[config.mk]
export PLATFORM = sky130hd
export DESIGN_NAME = fcft_scale
export DESIGN_NICKNAME = d
export VERILOG_FILES = /design/src/rtl/fcft_pkg.sv /design/src/rtl/fcft_scale.sv
export SDC_FILE = /design/constraint.sdc
export NUM_CORES = 2
export LEC_CHECK = 0
export BUFFER_PORTS_ARGS = -buffer_cell sky130_fd_sc_hd__buf_2
export CAP_MARGIN = 20
export CORE_MARGIN = 2
export CORE_UTILIZATION = 65
export DETAILED_ROUTE_END_ITERATION = 12
export GPL_TIMING_DRIVEN = 0
export PLACE_DENSITY = 0.82
export SYNTH_ARGS = -nofsm -noshare
export SYNTH_HDL_FRONTEND = slang
export SYNTH_SLANG_ARGS = --single-unit
[constraint.sdc]
create_clock -name clock -period 11 [get_ports clock]
set_input_delay 2.2 -clock clock [delete_from_list [all_inputs] [get_ports clock]]
set_output_delay 2.2 -clock clock [all_outputs]
set_load 0.005 [all_outputs]
[src/rtl/fcft_pkg.sv]
`default_nettype none

package fcft_pkg;

   // accumulator, result and reciprocal widths shared with the scaler
   localparam int ACC_W       = 64;
   localparam int OUT_W       = 48;
   localparam int RECIP_EXT_W = 25;

   // request into the scaling pipeline
   typedef struct packed {
      logic                   start;
      logic [ACC_W-1:0]       acc;
      logic [RECIP_EXT_W-1:0] recip;
   } scale_req_type;

   // scaled and saturated result back to the top level
   typedef struct packed {
      logic                    done;
      logic signed [OUT_W-1:0] value;
   } scale_rsp_type;

endpackage

`default_nettype wire

[src/rtl/fcft_scale.sv]
`default_nettype none

// floor(acc*recip/2^32) via the magnitude, then 48-bit saturation and sign restore
module fcft_scale (
   input  wire logic                   clock,
   input  wire logic                   reset,
   input  wire fcft_pkg::scale_req_type req,
   output fcft_pkg::scale_rsp_type      rsp
);

   localparam int ACC_W   = fcft_pkg::ACC_W;
   localparam int OUT_W   = fcft_pkg::OUT_W;
   localparam int R_W     = fcft_pkg::RECIP_EXT_W;
   localparam int HALF_W  = ACC_W / 2;
   localparam int PP_W    = HALF_W + R_W;
   localparam int Q_W     = PP_W + 1;
   localparam int STAGES  = 5;
   localparam logic [Q_W-1:0] POS_LIMIT = Q_W'((64'd1 << (OUT_W - 1)) - 64'd1);
   localparam logic [Q_W-1:0] NEG_LIMIT = Q_W'(64'd1 << (OUT_W - 1));

   logic [STAGES-1:0] vld_ff;
   logic              neg1_ff, neg2_ff, neg3_ff, neg4_ff;
   logic [ACC_W-1:0]  m1_ff, m1_in;
   logic [R_W-1:0]    r1_ff, r2_ff;
   logic [HALF_W-1:0] mh2_ff;
   logic [PP_W-1:0]   lo2_ff, lo3_ff, hi3_ff;
   logic [Q_W-1:0]    q4_ff, q4_in, qs;
   logic [OUT_W-1:0]  res_ff, res_in;

   // magnitude of the accumulator
   assign m1_in = req.acc[ACC_W-1] ? (ACC_W'(0) - req.acc) : req.acc;

   // high partial product plus carried low part, round toward minus infinity
   assign q4_in = Q_W'(hi3_ff) + Q_W'(lo3_ff[PP_W-1:HALF_W])
                + Q_W'(neg3_ff && (lo3_ff[HALF_W-1:0] != '0));

   // saturate magnitude, then restore sign
   always_comb begin
      if (neg4_ff) begin
         qs     = (q4_ff > NEG_LIMIT) ? NEG_LIMIT : q4_ff;
         res_in = OUT_W'(Q_W'(0) - qs);
      end else begin
         qs     = (q4_ff > POS_LIMIT) ? POS_LIMIT : q4_ff;
         res_in = OUT_W'(qs);
      end
   end

   // stage valid shift
   always_ff @(posedge clock) begin
      if (reset) begin
         vld_ff <= '0;
      end else begin
         vld_ff <= {vld_ff[STAGES-2:0], req.start};
      end
   end

   // datapath stages
   always_ff @(posedge clock) begin
      neg1_ff <= req.acc[ACC_W-1];
      m1_ff   <= m1_in;
      r1_ff   <= req.recip;
      neg2_ff <= neg1_ff;
      mh2_ff  <= m1_ff[ACC_W-1:HALF_W];
      r2_ff   <= r1_ff;
      lo2_ff  <= PP_W'(m1_ff[HALF_W-1:0]) * PP_W'(r1_ff);
      neg3_ff <= neg2_ff;
      lo3_ff  <= lo2_ff;
      hi3_ff  <= PP_W'(mh2_ff) * PP_W'(r2_ff);
      neg4_ff <= neg3_ff;
      q4_ff   <= q4_in;
      res_ff  <= res_in;
   end

   assign rsp.done  = vld_ff[STAGES-1];
   assign rsp.value = res_ff;

endmodule

`default_nettype wire

==> impl_metrics.csv <==
group,metric,value,unit
critical_path,crit_slowest_cell,"clkbuf_1",
route,wirelength,220000,um
synthesis,ys_warn_count,0,
route,postRouteAntennaNets,0,
clock_network,tritoncts,"done",
cells_and_area,final_util,69.9,%
sta,max_freq,0.102,GHz
clock_network,clkLatencyLatePin,0.67,ns
clock_network,hold_buffers,0,
sta,hold_viol_final,0,
route,vias,50600,
route,drtIter0Drc,5002,
synthesis,yosysSeqAreaShare,13.4,%
sta,drv_slew,0,
critical_path,path_class,"register to register",
sta,setup_violations,0,
clock_network,clk_pin_slew,0.08,ns
die,ios,141,
global_route,grt_usage,44.1,%
critical_path,critPathMaxStageDelay,0.83,ns
die,die_x,320,um
die,start_util,65.7,%
critical_path,cpMostUsedCell,"fa_1",
clock_network,clock-sinks,432,
route,post_drt_via_cell_ratio,5.92,
clock_network,cts_inserted_buffers,49,
critical_path,critPathLaunchType,"register",
critical_path,crit_fanout,10,
global_route,grt_pass1_wl,329000,um
cells_and_area,fillers,7813,
sta,holdWs,0.307,ns
synthesis,synthesis.nets,8875,
global_route,grt_overflow,0,
global_route,grt_max_degree,16,
synthesis,synth.distinct_cells,70,
hold_path,holdCritPathClass,"register to register",
route,wl_per_cell,25.8,um
synthesis,avgSynthCellArea,9.25,um^2
clock_network,post_cts_buffers,0,
cells_and_area,fin_nets,9073,
clock_network,clock_path_buffers,3,
global_route,grt_pass1_vias,53400,
job,maxCapViolCount,0,
critical_path,cp-end-kind,"register",
route,drcViolationCount,0,
die,core_area,98600,um^2
sta,setup_tns,0,ns
run_status,status,"complete, no violations",
synthesis,synth_area,64700,um^2
clock_network,cts-resized-gates,0,
critical_path,reg2reg_slack,1.19,ns
placement,numPortBuffers,140,
critical_path,cp_data_required_time,11.58,ns
placement,placed_area,67100,um^2
clock_network,root_buffer,"clkbuf_16",
clock_network,cts_max_level,2,
global_route,antenna_found_initial,20,
synthesis,async_reset_ff_share,0,%
synthesis,ys.flop_type,"dfxtp_1",
route,firstDrtPassIters,8,
sta,period_minus_slack,9.81,ns
cells_and_area,drive_gt1_share,3.61,%
sta,grt_setup_unrepaired,"no",
sta,finalCritPeriodShare,89.2,%
sta,slew_headroom,19.0,%
cells_and_area,fin_area,68900,um^2
critical_path,critPathArrivalTime,10.39,ns
placement,gp_congestion,1.03,
synthesis,ys_ff_latch,432,
die,rows,115,
die,die_h,320,um
synthesis,syn_inst,6997,
cells_and_area,syn_to_final_growth,6.39,%
die,die_area,102000,um^2
placement,dp_hpwl,179000,um
synthesis,synth_enable_flop_cells,0,
sta,tightest_slew,1.22,ns
sta,skew,0.0562,ns
-- metrics by stage --
step	instances	worst slack, ns
after CTS	8516	1.50
after floorplan	6997	3.91
after global placement	8424	1.50
after global routing	8522	0.939
after detailed placement	8426	1.56
final	8536	1.19
-- worst max-delay path: cells and delay by family (launching register included) --
kind	cells	cell delay, ns
adders and majority gates	8	3.98
buffers and inverters	7	1.34
xor gates and xnor gates	1	0.18
AOI/OAI and AO/OA	9	3.25
DFF	1	0.80
and+or+nand+nor	1	0.19
-- synth_stat cells (all sizes together) (93+ instances only) --
master / n / area (um^2)
a21oi: 163 / 816
fa: 1376 / 27500
nand2: 915 / 3430
xnor2: 165 / 1450
inv: 1479 / 5550
nor2: 112 / 420
and2: 836 / 5230
dfxtp: 432 / 8650
ha: 410 / 5130
o21ai: 134 / 671
clkbuf: 336 / 1260
a21o: 93 / 698
-- cells by family after synthesis --
group	after synthesis	share of synthesized area, %
compound gates	578	5.71
simple gates	2151	16.8
buf+inv	1825	10.6
flops	432	13.4
fa+ha+maj	1786	50.5
xor+xnor	225	3.04
-- path summary, 6_finish.rpt --
check                                 from         end  cells past startpoint
worst max-delay path            mh2_ff[18]  hi3_ff[55]                     26
worst min-delay path             m1_ff[55]  mh2_ff[23]                      0
worst max register to register  mh2_ff[18]  hi3_ff[55]                     26
worst min register to register   m1_ff[55]  mh2_ff[23]                      0
-- cell usage in the layout (no fill, tap or decap), types with 132 or more instances in the layout --
master       n
fa_1      1376
clkbuf_1   342
ha_1       410
o21ai_0    132
xnor2_1    165
a21oi_1    163
and2_1     836
nand2_1    915
buf_2      140
dfxtp_1    432
inv_1     1479
-- metal layers --
| layer | GRT usage (%) | vias up | routed length (um) |
|---|---|---|---|
| li1 | - | 21300 | - |
| met4 | 35.9 | 4 | 22200 |
| met3 | 10.1 | 869 | 22200 |
| met2 | 67.9 | 3135 | 97900 |
| met1 | 53.4 | 25300 | 78100 |
| met5 | 0 | - | 25 |
-- sequential cells by signal, summed over array words and instances, names as in the netlist --
signal and flops:
neg2_ff 1, r1_ff 25, mh2_ff 32, hi3_ff 57, vld_ff 5, lo2_ff 57, m1_ff 64, neg3_ff 1
res_ff 48, r2_ff 25, lo3_ff 57, neg1_ff 1, q4_ff 58, neg4_ff 1
-- cell type report --
cell class | instances | area, um^2 | share of cell area (%)
antenna | 15 | 37.5 | 0.0545
buffer | 346 | 1310 | 1.90
clock buffer | 61 | 1330 | 1.93
clock inverter | 29 | 369 | 0.536
inverter | 1479 | 5550 | 8.06
multi-input combinational | 4740 | 49200 | 71.5
sequential | 432 | 8650 | 12.6
tap | 1287 | 1610 | 2.34
timing repair buffer | 147 | 791 | 1.15
Power is left out: the tool's default activity adds up to more than one toggle a clock period on the data nets, which glitch-free logic cannot reach.
